<file path="config.mk">
export PLATFORM = sky130hd
export DESIGN_NAME = joystick_axis_dejitter_calibrate_top_flat
export DESIGN_NICKNAME = d
export VERILOG_FILES = /design/src/hw/rtl/jadc_pkg.sv /design/src/hw/rtl/jadc_if.sv /design/src/hw/rtl/jadc_cfg_regs.sv /design/src/hw/rtl/jadc_div.sv /design/src/hw/rtl/joystick_axis_dejitter_calibrate_top.sv /design/src/flat_wrapper.sv
export VERILOG_INCLUDE_DIRS = /design/src /design/src/hw/rtl
export SDC_FILE = /design/constraint.sdc
export NUM_CORES = 1
export LEC_CHECK = 0
export ABC_AREA = 1
export BUFFER_PORTS_ARGS = -buffer_cell sky130_fd_sc_hd__buf_2
export CAP_MARGIN = 5
export CELL_PAD_IN_SITES_DETAIL_PLACEMENT = 1
export CELL_PAD_IN_SITES_GLOBAL_PLACEMENT = 1
export CORE_MARGIN = 2
export CORE_UTILIZATION = 23
export CTS_CLUSTER_SIZE = 25
export DETAILED_ROUTE_END_ITERATION = 8
export PLACE_DENSITY = 0.46
export SETUP_SLACK_MARGIN = 0.5
export SYNTH_ARGS = -nofsm -noshare
export SYNTH_HDL_FRONTEND = slang
export SYNTH_SLANG_ARGS = --single-unit
</file>
<file path="constraint.sdc">
create_clock -name clk -period 7.23 [get_ports clk]
set_clock_uncertainty 0.05 [all_clocks]
set_input_delay 0.3615 -clock clk [delete_from_list [all_inputs] [get_ports clk]]
set_output_delay 0.3615 -clock clk [all_outputs]
set_load 0.05 [all_outputs]
</file>
<file path="src/hw/rtl/joystick_axis_dejitter_calibrate_top_macros.svh">
// Assertion macros shared by the joystick axis conditioner.
`ifndef JOYSTICK_AXIS_DEJITTER_CALIBRATE_TOP_MACROS_SVH
`define JOYSTICK_AXIS_DEJITTER_CALIBRATE_TOP_MACROS_SVH

// Consequent must hold in the same cycle as the antecedent.
`define JADC_ASSERT_SAME(label, ante, cons, msg) \
    label: assert property (@(posedge clk) disable iff (!rst_n) (ante) |-> (cons)) \
        else $error(msg);

// Consequent must hold in the cycle after the antecedent.
`define JADC_ASSERT_NEXT(label, ante, cons, msg) \
    label: assert property (@(posedge clk) disable iff (!rst_n) (ante) |=> (cons)) \
        else $error(msg);

`endif

</file>
<file path="src/hw/rtl/jadc_pkg.sv">
// Types and constants of the joystick axis conditioner.
package jadc_pkg;

    localparam logic [15:0] AXIS_MIN    = 16'd0;
    localparam logic [15:0] AXIS_CENTER = 16'd32768;
    localparam logic [15:0] AXIS_MAX    = 16'd65535;

    localparam logic [15:0] SPAN_LEFT  = AXIS_CENTER - AXIS_MIN;
    localparam logic [15:0] SPAN_RIGHT = AXIS_MAX - AXIS_CENTER;

    localparam int CFG_INDEX_W = 3;
    localparam int CFG_DATA_W  = 16;

    localparam int DIV_STEPS = 16;
    localparam int DIV_CNT_W = $clog2(DIV_STEPS + 1);

    typedef enum logic [CFG_INDEX_W-1:0] {
        CFG_JITTER_ENABLE = 3'd0,
        CFG_JITTER_MARGIN = 3'd1,
        CFG_JITTER_HOLD   = 3'd2,
        CFG_CAL_ENABLE    = 3'd3,
        CFG_LEFT_LIMIT    = 3'd4,
        CFG_RIGHT_LIMIT   = 3'd5,
        CFG_NULL_WIDTH    = 3'd6
    } cfg_index_t;

    typedef struct packed {
        logic        jitter_enable;
        logic [15:0] jitter_margin;
        logic [7:0]  jitter_hold;
        logic        cal_enable;
        logic [15:0] left_limit;
        logic [15:0] right_limit;
        logic [15:0] null_width;
    } cfg_t;

    typedef struct packed {
        logic        start;
        logic [31:0] dividend;
        logic [15:0] divisor;
    } div_req_t;

    typedef struct packed {
        logic        busy;
        logic        done;
        logic [15:0] quotient;
    } div_rsp_t;

    typedef enum logic [2:0] {
        ST_IDLE,
        ST_JIT,
        ST_BOUND,
        ST_SETUP,
        ST_MUL,
        ST_DIV,
        ST_DONE
    } state_t;

endpackage

</file>
<file path="src/hw/rtl/jadc_if.sv">
// Handshake interfaces for sample words, value words and register writes.
interface jadc_sample_if;
    logic        valid;
    logic        ready;
    logic [15:0] sample;

    modport source (output valid, output sample, input ready);
    modport sink (input valid, input sample, output ready);
endinterface

interface jadc_value_if;
    logic        valid;
    logic        ready;
    logic [15:0] value;

    modport source (output valid, output value, input ready);
    modport sink (input valid, input value, output ready);
endinterface

interface jadc_cfg_if;
    logic        valid;
    logic        ready;
    logic [2:0]  index;
    logic [15:0] data;

    modport source (output valid, output index, output data, input ready);
    modport sink (input valid, input index, input data, output ready);
endinterface

</file>
<file path="src/hw/rtl/jadc_cfg_regs.sv">
// Configuration register file of the joystick axis conditioner.
module jadc_cfg_regs (
    input  logic          clk,
    input  logic          rst_n,
    jadc_cfg_if.sink      cfg,
    output jadc_pkg::cfg_t cfg_q
);
    import jadc_pkg::*;

    cfg_t regs_reg;

    assign cfg.ready = 1'b1;
    assign cfg_q     = regs_reg;

    always_ff @(posedge clk or negedge rst_n)
    begin
        if (!rst_n)
        begin
            regs_reg.jitter_enable <= 1'b0;
            regs_reg.jitter_margin <= 16'd0;
            regs_reg.jitter_hold   <= 8'd0;
            regs_reg.cal_enable    <= 1'b0;
            regs_reg.left_limit    <= 16'd0;
            regs_reg.right_limit   <= 16'hFFFF;
            regs_reg.null_width    <= 16'd0;
        end
        else if (cfg.valid)
        begin
            // Indexes past the end of the list are dropped.
            unique case (cfg_index_t'(cfg.index))
                CFG_JITTER_ENABLE: regs_reg.jitter_enable <= cfg.data[0];
                CFG_JITTER_MARGIN: regs_reg.jitter_margin <= cfg.data;
                CFG_JITTER_HOLD:   regs_reg.jitter_hold   <= cfg.data[7:0];
                CFG_CAL_ENABLE:    regs_reg.cal_enable    <= cfg.data[0];
                CFG_LEFT_LIMIT:    regs_reg.left_limit    <= cfg.data;
                CFG_RIGHT_LIMIT:   regs_reg.right_limit   <= cfg.data;
                CFG_NULL_WIDTH:    regs_reg.null_width    <= cfg.data;
                default:           regs_reg <= regs_reg;
            endcase
        end
    end

endmodule

</file>
<file path="src/hw/rtl/jadc_div.sv">
// Restoring serial divider, one quotient bit per cycle.
module jadc_div (
    input  logic               clk,
    input  logic               rst_n,
    input  jadc_pkg::div_req_t req,
    output jadc_pkg::div_rsp_t rsp
);
    import jadc_pkg::*;

    logic [DIV_CNT_W-1:0] cnt_reg, cnt_next;
    logic                 done_reg, done_next;
    logic [15:0]          rem_reg, rem_next;
    logic [15:0]          low_reg, low_next;
    logic [15:0]          divisor_reg, divisor_next;
    logic [16:0]          rem_shift;
    logic                 fits;

    // The caller guarantees the dividend is below divisor * 2^16, so the
    // upper half starts below the divisor and the quotient fits in 16 bits.
    assign rem_shift = {rem_reg, low_reg[15]};
    assign fits      = rem_shift >= {1'b0, divisor_reg};

    always_comb
    begin
        cnt_next     = cnt_reg;
        done_next    = 1'b0;
        rem_next     = rem_reg;
        low_next     = low_reg;
        divisor_next = divisor_reg;
        if (req.start)
        begin
            cnt_next     = DIV_CNT_W'(DIV_STEPS);
            rem_next     = req.dividend[31:16];
            low_next     = req.dividend[15:0];
            divisor_next = req.divisor;
        end
        else if (cnt_reg != '0)
        begin
            cnt_next  = cnt_reg - DIV_CNT_W'(1);
            done_next = (cnt_reg == DIV_CNT_W'(1));
            rem_next  = fits ? 16'(rem_shift - {1'b0, divisor_reg}) : rem_shift[15:0];
            low_next  = {low_reg[14:0], fits};
        end
    end

    always_ff @(posedge clk or negedge rst_n)
    begin
        if (!rst_n)
        begin
            cnt_reg  <= '0;
            done_reg <= 1'b0;
        end
        else
        begin
            cnt_reg  <= cnt_next;
            done_reg <= done_next;
        end
    end

    always_ff @(posedge clk)
    begin
        rem_reg     <= rem_next;
        low_reg     <= low_next;
        divisor_reg <= divisor_next;
    end

    assign rsp.busy     = (cnt_reg != '0);
    assign rsp.done     = done_reg;
    assign rsp.quotient = low_reg;

endmodule

</file>
<file path="src/hw/rtl/joystick_axis_dejitter_calibrate_top.sv">
// Top level of the joystick axis conditioner: sequencer, datapath and output register.
//
// Usage. Raw axis readings arrive as words on the samples channel and one
// conditioned word per reading leaves on the values channel; both use a
// valid/ready handshake. Registers are written through the cfg channel, which
// is always ready; write it only while no reading is in flight.
// Sequence. An accepted reading walks through the jitter step, the bound
// step and the setup step, then the multiply step, the wait on the serial
// divider and the hand-over step when the rescaling path is taken.
// Readings inside the null zone, on a full-width side, on an empty side or
// with calibration off skip the divider. The sequencer takes one reading at
// a time and returns to the idle state before it takes the next word.
// Samples ready is high only while the sequencer is idle.
// Stalls. The finished value sits in an output register, so a new reading is
// taken while the previous value waits; a second finished value then waits
// in the hand-over state until the output register frees up.
// Reset. All registers take their documented values, the held position and
// repeat count clear to zero and the output channel goes empty.
module joystick_axis_dejitter_calibrate_top (
    input  logic          clk,
    input  logic          rst_n,
    jadc_sample_if.sink   samples,
    jadc_value_if.source  values,
    jadc_cfg_if.sink      cfg
);
    import jadc_pkg::*;

    cfg_t     cfg_q;
    div_req_t div_req;
    div_rsp_t div_rsp;

    state_t state_reg, state_next;

    logic [15:0] sample_reg, sample_next;
    logic [15:0] held_reg, held_next;
    logic [7:0]  count_reg, count_next;
    logic [15:0] res_reg, res_next;
    logic        dead_reg, dead_next;
    logic [15:0] xc_reg, xc_next;
    logic [15:0] nlo_reg, nlo_next;
    logic [15:0] nhi_reg, nhi_next;
    logic [15:0] base_reg, base_next;
    logic [15:0] span_reg, span_next;
    logic [15:0] width_reg, width_next;
    logic [15:0] off_reg, off_next;
    logic        out_valid_reg, out_valid_next;
    logic [15:0] out_value_reg, out_value_next;

    logic [15:0]        win_lo;
    logic [16:0]        win_hi_wide;
    logic [15:0]        win_hi;
    logic               outside;
    logic [16:0]        nlo_wide;
    logic [16:0]        nhi_wide;
    logic [15:0]        x_lo;
    logic signed [17:0] w_side;
    logic signed [17:0] off_side;
    logic               side_left;
    logic               passthru;
    logic               empty_side;
    logic [15:0]        off_capped;
    logic               out_load;

    jadc_cfg_regs u_cfg_regs (
        .clk   (clk),
        .rst_n (rst_n),
        .cfg   (cfg),
        .cfg_q (cfg_q)
    );

    jadc_div u_div (
        .clk   (clk),
        .rst_n (rst_n),
        .req   (div_req),
        .rsp   (div_rsp)
    );

    // Window round the held position, saturating at both ends of the scale.
    assign win_lo      = (held_reg >= cfg_q.jitter_margin) ? held_reg - cfg_q.jitter_margin
                                                            : 16'd0;
    assign win_hi_wide = {1'b0, held_reg} + {1'b0, cfg_q.jitter_margin};
    assign win_hi      = win_hi_wide[16] ? 16'hFFFF : win_hi_wide[15:0];
    assign outside     = (sample_reg < win_lo) || (sample_reg > win_hi);

    // Null zone edges, again saturating at the ends of the scale.
    assign nlo_wide = {1'b0, AXIS_CENTER} - {1'b0, cfg_q.null_width};
    assign nhi_wide = {1'b0, AXIS_CENTER} + {1'b0, cfg_q.null_width};

    // The clamp to the left limit comes first, so crossed limits give the
    // right limit.
    assign x_lo = (res_reg < cfg_q.left_limit) ? cfg_q.left_limit : res_reg;

    // Width and offset of the side the clamped reading falls on.
    assign side_left = (xc_reg < AXIS_CENTER);
    assign w_side    = side_left
                     ? $signed({2'b00, nlo_reg}) - $signed({2'b00, cfg_q.left_limit})
                     : $signed({2'b00, cfg_q.right_limit}) - $signed({2'b00, nhi_reg});
    assign off_side  = side_left
                     ? $signed({2'b00, xc_reg}) - $signed({2'b00, cfg_q.left_limit})
                     : $signed({2'b00, xc_reg}) - $signed({2'b00, nhi_reg});
    assign passthru   = side_left ? (w_side == $signed({2'b00, SPAN_LEFT}))
                                  : (w_side == $signed({2'b00, SPAN_RIGHT}));
    assign empty_side = w_side[17] || (w_side == 18'sd0);
    // A negative offset counts as zero; one beyond the width is capped at it.
    assign off_capped = off_side[17]        ? 16'd0
                      : (off_side > w_side) ? w_side[15:0]
                      :                       off_side[15:0];

    assign out_load = (state_reg == ST_DONE) && (!out_valid_reg || values.ready);

    always_ff @(posedge clk or negedge rst_n)
    begin
        if (!rst_n)
        begin
            state_reg <= ST_IDLE;
        end
        else
        begin
            state_reg <= state_next;
        end
    end

    always_comb
    begin
        state_next     = state_reg;
        sample_next    = sample_reg;
        held_next      = held_reg;
        count_next     = count_reg;
        res_next       = res_reg;
        dead_next      = dead_reg;
        xc_next        = xc_reg;
        nlo_next       = nlo_reg;
        nhi_next       = nhi_reg;
        base_next      = base_reg;
        span_next      = span_reg;
        width_next     = width_reg;
        off_next       = off_reg;
        div_req.start    = 1'b0;
        div_req.dividend = {16'd0, off_reg} * {16'd0, span_reg};
        div_req.divisor  = width_reg;

        unique case (state_reg)
            ST_IDLE:
            begin
                if (samples.valid)
                begin
                    sample_next = samples.sample;
                    state_next  = ST_JIT;
                end
            end
            ST_JIT:
            begin
                res_next = sample_reg;
                if (cfg_q.jitter_enable)
                begin
                    priority if (outside)
                    begin
                        count_next = 8'd0;
                        held_next  = sample_reg;
                    end
                    else if (count_reg < cfg_q.jitter_hold)
                    begin
                        count_next = count_reg + 8'd1;
                        res_next   = held_reg;
                    end
                    else
                    begin
                        count_next = 8'd0;
                        held_next  = sample_reg;
                    end
                end
                state_next = cfg_q.cal_enable ? ST_BOUND : ST_DONE;
            end
            ST_BOUND:
            begin
                nlo_next  = nlo_wide[16] ? 16'd0 : nlo_wide[15:0];
                nhi_next  = nhi_wide[16] ? 16'hFFFF : nhi_wide[15:0];
                dead_next = (res_reg >= nlo_next) && (res_reg <= nhi_next);
                xc_next   = (x_lo > cfg_q.right_limit) ? cfg_q.right_limit : x_lo;
                state_next = ST_SETUP;
            end
            ST_SETUP:
            begin
                base_next  = side_left ? AXIS_MIN : AXIS_CENTER;
                span_next  = side_left ? SPAN_LEFT : SPAN_RIGHT;
                width_next = w_side[15:0];
                off_next   = off_capped;
                priority if (dead_reg)
                begin
                    res_next   = AXIS_CENTER;
                    state_next = ST_DONE;
                end
                else if (passthru)
                begin
                    res_next   = xc_reg;
                    state_next = ST_DONE;
                end
                else if (empty_side)
                begin
                    res_next   = base_next;
                    state_next = ST_DONE;
                end
                else
                begin
                    state_next = ST_MUL;
                end
            end
            ST_MUL:
            begin
                // The product is captured by the divider as it starts.
                div_req.start = 1'b1;
                state_next    = ST_DIV;
            end
            ST_DIV:
            begin
                if (div_rsp.done)
                begin
                    res_next   = 16'({1'b0, base_reg} + {1'b0, div_rsp.quotient});
                    state_next = ST_DONE;
                end
            end
            ST_DONE:
            begin
                if (out_load)
                begin
                    state_next = ST_IDLE;
                end
            end
            default:
            begin
                state_next = ST_IDLE;
            end
        endcase

        out_valid_next = out_load ? 1'b1 : (values.ready ? 1'b0 : out_valid_reg);
        out_value_next = out_load ? res_reg : out_value_reg;
    end

    always_ff @(posedge clk or negedge rst_n)
    begin
        if (!rst_n)
        begin
            held_reg      <= 16'd0;
            count_reg     <= 8'd0;
            out_valid_reg <= 1'b0;
        end
        else
        begin
            held_reg      <= held_next;
            count_reg     <= count_next;
            out_valid_reg <= out_valid_next;
        end
    end

    always_ff @(posedge clk)
    begin
        sample_reg    <= sample_next;
        res_reg       <= res_next;
        dead_reg      <= dead_next;
        xc_reg        <= xc_next;
        nlo_reg       <= nlo_next;
        nhi_reg       <= nhi_next;
        base_reg      <= base_next;
        span_reg      <= span_next;
        width_reg     <= width_next;
        off_reg       <= off_next;
        out_value_reg <= out_value_next;
    end

    assign samples.ready = (state_reg == ST_IDLE);
    assign values.valid  = out_valid_reg;
    assign values.value  = out_value_reg;

`include "joystick_axis_dejitter_calibrate_top_macros.svh"

    `JADC_ASSERT_NEXT(a_accept_starts, samples.valid && samples.ready, state_reg == ST_JIT, "accepted word did not start the jitter step")
    `JADC_ASSERT_SAME(a_div_in_state, div_rsp.busy || div_rsp.done, state_reg == ST_DIV, "divider active outside the divide state")
    `JADC_ASSERT_NEXT(a_hold_when_off, state_reg == ST_JIT && !cfg_q.jitter_enable, $stable(held_reg) && $stable(count_reg), "jitter state moved while the stage is off")
    `JADC_ASSERT_SAME(a_out_from_done, $rose(out_valid_reg), $past(state_reg) == ST_DONE, "output word loaded outside the hand-over state")

endmodule
</file>
<file path="src/flat_wrapper.sv">
// flat-port wrapper written by rule: the top's interface ports become plain ports
module joystick_axis_dejitter_calibrate_top_flat import jadc_pkg::*;
  (clk, rst_n, samples_valid, samples_sample, samples_ready, values_valid, values_value, values_ready, cfg_valid, cfg_index, cfg_data, cfg_ready);
  jadc_sample_if samples_i ();
  jadc_value_if values_i ();
  jadc_cfg_if cfg_i ();
  input  logic clk;
  input  logic rst_n;
  input wire logic [$bits(samples_i.valid)-1:0] samples_valid;
  input wire logic [$bits(samples_i.sample)-1:0] samples_sample;
  output wire logic [$bits(samples_i.ready)-1:0] samples_ready;
  output wire logic [$bits(values_i.valid)-1:0] values_valid;
  output wire logic [$bits(values_i.value)-1:0] values_value;
  input wire logic [$bits(values_i.ready)-1:0] values_ready;
  input wire logic [$bits(cfg_i.valid)-1:0] cfg_valid;
  input wire logic [$bits(cfg_i.index)-1:0] cfg_index;
  input wire logic [$bits(cfg_i.data)-1:0] cfg_data;
  output wire logic [$bits(cfg_i.ready)-1:0] cfg_ready;
  assign samples_i.valid = samples_valid;
  assign samples_i.sample = samples_sample;
  assign samples_ready = samples_i.ready;
  assign values_valid = values_i.valid;
  assign values_value = values_i.value;
  assign values_i.ready = values_ready;
  assign cfg_i.valid = cfg_valid;
  assign cfg_i.index = cfg_index;
  assign cfg_i.data = cfg_data;
  assign cfg_ready = cfg_i.ready;
  joystick_axis_dejitter_calibrate_top u_core (.clk(clk), .rst_n(rst_n), .samples(samples_i), .values(values_i), .cfg(cfg_i));
endmodule
</file>
After elaboration in Yosys (flattened, before gate mapping)
Cells that the tools add are included.
- register bits: 317
- input bits: 40
- output and inout port bits: 19
- word-level logic and storage cells: 136
- $add $sub $neg: 12
- multiply operators: 1
- order comparisons: 11
- equality and inequality tests: 19
- mux-type cells: 42
- reduce and logical (&&, ||, !) cells: 24
- operators with widths (cell ; count):
    $mux W16 ; 21
    $sub A16 B16 Y17 ; 4
    $pmux W16 S3 ; 1
    $mux W18 ; 2
    $ge A16 B16 Y1 ; 2
    $gt A16 B16 Y1 ; 2
    $lt A16 B16 Y1 ; 2
    $mul A16 B16 Y32 ; 1
    $sub A16 B16 Y16 ; 2
    $pmux W3 S7 ; 1
    $eq A18 B16 Y1 const B ; 1
    $eq A18 B17 Y1 const B ; 1
    $eq A3 B3 Y1 const B ; 6
    $gt A18 B18 Y1 ; 1
    $logic_not A18 Y1 ; 1
    $mux W3 ; 6
    $reduce_and A2 Y1 ; 9
    $add A16 B16 Y17 ; 1
    $add A16 B16 Y17 const A ; 1
    $ge A17 B16 Y1 ; 1
    $sub A16 B16 Y17 const A ; 1
    $add A16 B16 Y16 ; 1
    $le A16 B16 Y1 ; 1
    $lt A16 B16 Y1 const B ; 1
    21 further kinds ; 39

Longest topological paths before layout
- word-level depth: 8
- mapped depth: 34
- mapped depth without buffers: 33

By module
A second synthesis with hierarchy kept.
- cells, all modules: 3574
- area, all modules: 27716.6 µm²
- by module, submodules not included (module ; times used ; cells each ; area an instance (µm²) ; sequential area each (µm²)):
    joystick_axis_dejitter_calibrate_top ; 1 ; 2795 ; 21161.5 ; 4604.4
    jadc_div ; 1 ; 447 ; 3529.6 ; 1591.5
    jadc_cfg_regs ; 1 ; 332 ; 3025.4 ; 1871.8

Least setup slack after synthesis
Ideal clock, no wire load.
- path type: flip-flop to flip-flop
- start point: register u_core.span_reg[14]
- end point: register u_core.u_div.rem_reg[10], data pin
- library setup time: 0.256 ns
- arrival: 5.997 ns
- data required time: 6.924 ns
- slack: 0.926 ns
- stages on the path, launching flop included: 29
- buffers on the path: 2
- clock period less this slack: 6.304 ns
- cells stage by stage: edfxtp_1 -> clkbuf_1 -> clkbuf_1 -> nand2_1 -> inv_1 -> fa_1 -> fa_1 -> fa_1 -> inv_1 -> fa_1 -> inv_1 -> fa_1 -> inv_1 -> fa_1 -> inv_1 -> ha_1 -> a21oi_1 -> inv_1 -> o21ai_0 -> nand2_1 -> a21oi_1 -> nor2_1 -> nor2_1 -> o21bai_1 -> nand3_1 -> nand2_1 -> xor2_1 -> nand2_1 -> nand2_1
- cells in the longest elaborated chain, start to end: 2
- ends and longest elaborated chain (item ; line ; text):
    from (decl) ; joystick_axis_dejitter_calibrate_top.sv:43 ; logic [15:0] span_reg, span_next;
    from (signal assigned) ; joystick_axis_dejitter_calibrate_top.sv:264 ; span_reg <= span_next;
    $mul A16 B16 Y32 ; joystick_axis_dejitter_calibrate_top.sv:139 ; div_req.dividend = {16'd0, off_reg} * {16'd0, span_reg};
    $mux W16 ; jadc_div.sv:30 ; if (req.start)
    net u_core.u_div.rem_next[10] ; jadc_div.sv:12 ; logic [15:0] rem_reg, rem_next;
    to (signal assigned) ; jadc_div.sv:62 ; rem_reg <= rem_next;
    to (decl) ; jadc_div.sv:12 ;
The timed path passes the listed nets, and every way through them passes these cells.
A chain may end at the register's enable or synchronous reset.

Worst setup path in the final report
- start point: register u_core.span_reg[14]
- end point: register u_core.u_div.rem_reg[15], data pin
The elaborated chain is that of the path after synthesis.

==> impl_metrics.csv <==
group,metric,value,unit
timing,rsz0062_at_grt,"true",
final_layout,nets,3919,
logic_synthesis,ys_ff_latch,286,
route,first_pass_iters,5,
worst_setup_path,cp_slowest_cell,"fa_2",
die,dieWidth,344.6,µm
logic_synthesis,syn_nets,3849,
logic_synthesis,ys_types,60,
route,wl,99030,µm
timing,tightest_slew,1185,ps
global_routing,grt-ovfl-total,0,
route,ant_nets,0,
worst_setup_path,crit_chain,"buf_6, nand2_4, clkinvlp_4, fa_2, inv_1, fa_1, inv_1, fa_1, fa_1, fa_1, inv_1, fa_1, inv_1, ha_1, nand2_1, nor4_4, nand4_1, nand3_1, nand2_1, o2111ai_1, nand2_1, nand2_1, o22ai_1",
worst_setup_path,rr_worst_depth,23,
die,core,114700,µm²
logic_synthesis,synth_seq_area_share,30.23,%
worst_setup_path,crit_path_max_incr_delay,670,ps
final_layout,syn_to_final_growth,13.68,%
die,die-area,118800,µm²
final_layout,layout-drive-gt1-share,7.654,%
die,die_y,344.6,µm
timing,slew_headroom,20.95,%
worst_setup_path,reg2reg_to,"u_core.u_div.rem_reg[15]$_DFFE_PP_",
worst_setup_path,worstPathRequired,7490,ps
global_routing,grt_pass1_vias,23100,
min_path,hold_class,"in -> reg",
timing,max_freq,0.1555,GHz
clock_network,clkSlewWorstSetupHoldPaths,60,ps
worst_setup_path,end_kind,"flip-flop",
min_path,hold_start,"cfg_data[9]",
min_path,whs_endpoint,"u_core.u_cfg_regs.cfg_q[9]$_DFFE_PN0P_",
die,start_util,23.28,%
logic_synthesis,ys_async_sr_fraction,37.76,%
logic_synthesis,yosys_warnings,0,
logic_synthesis,synthFlopType,"edfxtp_1",
clock_network,clockRootBuffer,"clkbuf_16",
global_routing,grt_max_degree,60,
die,rows,124,
logic_synthesis,synth_area_per_cell,7.971,µm²
worst_setup_path,cp_common_cell,"fa_1",
final_layout,largest_reg_flops,74,
route,via_count,22070,
global_routing,track_usage,16.86,%
clock_network,cts_tree,"done",
logic_synthesis,netlist_area,26690,µm²
timing,setup-tns-final,0,ps
logic_synthesis,synth_edf_count,178,
route,vias_per_cell,4.448,
worst_setup_path,critPathTopFamily,"adder cells",
route,drt_iter0_drc,888,
route,wl_per_cell,19.96,µm
timing,setup_viol,0,
min_path,min_path_cells,3,
worst_setup_path,crit_arrival,6690,ps
logic_synthesis,synthCells,3348,
clock_network,cts_buffers,39,
place,place_congestion,0.8326,
worst_setup_path,r2r_slack,800,ps
timing,final_hold_viol_count,0,
timing,finalCritPeriodShare,88.93,%
clock_network,cts.sinks,286,
worst_setup_path,critPathLaunchType,"flip-flop",
status,status,"finished, final reports clean",
die,num_io_pins,59,
worst_setup_path,worstSetupPathType,"reg -> reg",
job,max_cap_viol_count,0,
worst_setup_path,cp_num_buf_inv,6,
route,drc,0,
clock_network,cts-htree-levels,2,
global_routing,grt_pass1_wl,149400,µm
timing,finalMaxSlewViolations,0,
timing,layout_min_cycle_time,6430,ps
worst_setup_path,timing.rr.start,"u_core.span_reg[14]$_DFFE_PP_",
global_routing,antenna_found_initial,4,
clock_network,insertion_delay,590,ps
clock_network,clockBufferDepth,3,
place,portBuffers,57,
final_layout,nFillCells,13750,
worst_setup_path,worstPathMaxFanout,12,
final_layout,diodes,0,
place,hpwl,82300,µm
-- layout by cell type, fill, tap and decap left out, types with 10 or more instances in the layout --
cell and count:
edfxtp_1 178, inv_1 618, o21ai_0 249, buf_4 26, clkbuf_16 39, nor2_1 204
fa_1 138, xnor2_1 22, nand2_2 19, dfrtp_1 92, dlygate4sd3_1 17, a21oi_1 209
o21ai_2 17, or2_2 14, a21o_1 10, ha_1 315, nand2_1 729, nand4_1 45
nand3_1 176, a31oi_1 22, nor3_1 25, buf_2 56, dfstp_2 16, xor2_1 50
-- metrics by stage --
step           hold slack, ps  setup WS, ps  util (%)  area [µm²]  instances
2_1_floorplan           15.91         926.5         -       26690       3348
4_1_cts                 107.8         502.3     26.35       30210       4959
6_report                138.2         800.4     26.46       30340       4961
3_3_place_gp            356.6         455.5     25.06       28730       4870
5_1_grt                 143.3         475.2     26.46       30340       4961
3_5_place_dp            365.2         402.6     25.06       28730       4870
-- cell families (layout without fill, tap and decap cells) --
family | count (synthesis) | count (layout) | synth area share [%]
simple gates | 1245 | 1245 | 19.53
buf+inv | 703 | 804 | 10.20
compound gates | 580 | 580 | 12.00
fa+ha+maj | 461 | 461 | 25.66
flops | 286 | 286 | 30.23
xor+xnor | 72 | 72 | 2.363
other cells | 1 | 1 | 0.01405
-- per-layer routing --
layer	global-route usage, %	vias to the layer above	wire length [µm]
li1	-	11040	-
met1	23.17	10680	47720
met2	28.07	238	46080
met3	1.754	106	2469
met4	4.538	2	2745
met5	0	-	15
-- repair_timing --
action / CTS / global route
setup endpoints to repair: 3 / 13
hold buffers: 17 / 0
buffers inserted: 0 / 2
pin swaps: 0 / 2
resized for setup: 2 / 42
endpoints found under the hold margin: 60 / 0
-- layout make-up --
cell class / count / area [µm²] / area share (%)
multi-input combinational: 2359 / 16050 / 52.91
sequential: 286 / 8068 / 26.59
inverter: 632 / 2379 / 7.840
tap: 1512 / 1892 / 6.236
clock buffer: 49 / 1054 / 3.473
timing repair buffer: 100 / 656.9 / 2.165
clock inverter: 23 / 236.5 / 0.7795
-- worst max-delay path by stage --
stage / from / to / cells after the start / slack, ps
after CTS: u_core.span_reg[14]$_DFFE_PP_ / u_core.u_div.rem_reg[15]$_DFFE_PP_ / 23 / 500
after detailed placement: u_core.span_reg[14]$_DFFE_PP_ / u_core.u_div.rem_reg[15]$_DFFE_PP_ / 23 / 400
after global placement: u_core.span_reg[14]$_DFFE_PP_ / u_core.u_div.rem_reg[15]$_DFFE_PP_ / 23 / 460
after global routing: u_core.span_reg[14]$_DFFE_PP_ / u_core.u_div.rem_reg[10]$_DFFE_PP_ / 30 / 480
after floorplan: u_core.span_reg[14]$_DFFE_PP_ / u_core.u_div.rem_reg[10]$_DFFE_PP_ / 28 / 930
final: u_core.span_reg[14]$_DFFE_PP_ / u_core.u_div.rem_reg[15]$_DFFE_PP_ / 23 / 800
-- cells in the mapped netlist, types with 22 or more instances --
master | number | share of area (%)
xor2_1 | 50 | 1.6
a31oi_1 | 22 | 0.52
clkbuf_1 | 44 | 0.62
inv_1 | 623 | 8.8
nor2_1 | 209 | 2.9
a21oi_1 | 212 | 4.0
xnor2_1 | 22 | 0.72
o21ai_0 | 253 | 4.7
nand3_1 | 177 | 3.3
fa_1 | 144 | 11
dfrtp_1 | 92 | 8.6
nand2_1 | 741 | 10
nand4_1 | 45 | 1.1
ha_1 | 317 | 15
nor3_1 | 28 | 0.53
edfxtp_1 | 178 | 20
-- worst reg2reg max path: stages, from the launching register on --
cell	delay [ps]
edfxtp_1	410
buf_6	190
nand2_4	130
clkinvlp_4	150
fa_2	670
inv_1	100
fa_1	530
inv_1	50
fa_1	480
fa_1	550
fa_1	560
inv_1	60
fa_1	530
inv_1	40
ha_1	390
nand2_1	210
nor4_4	300
nand4_1	150
nand3_1	230
nand2_1	80
o2111ai_1	100
nand2_1	80
nand2_1	60
o22ai_1	80
Power is not shown: default switching activity piles up to over one toggle a cycle in this logic, so the estimate is an artifact.
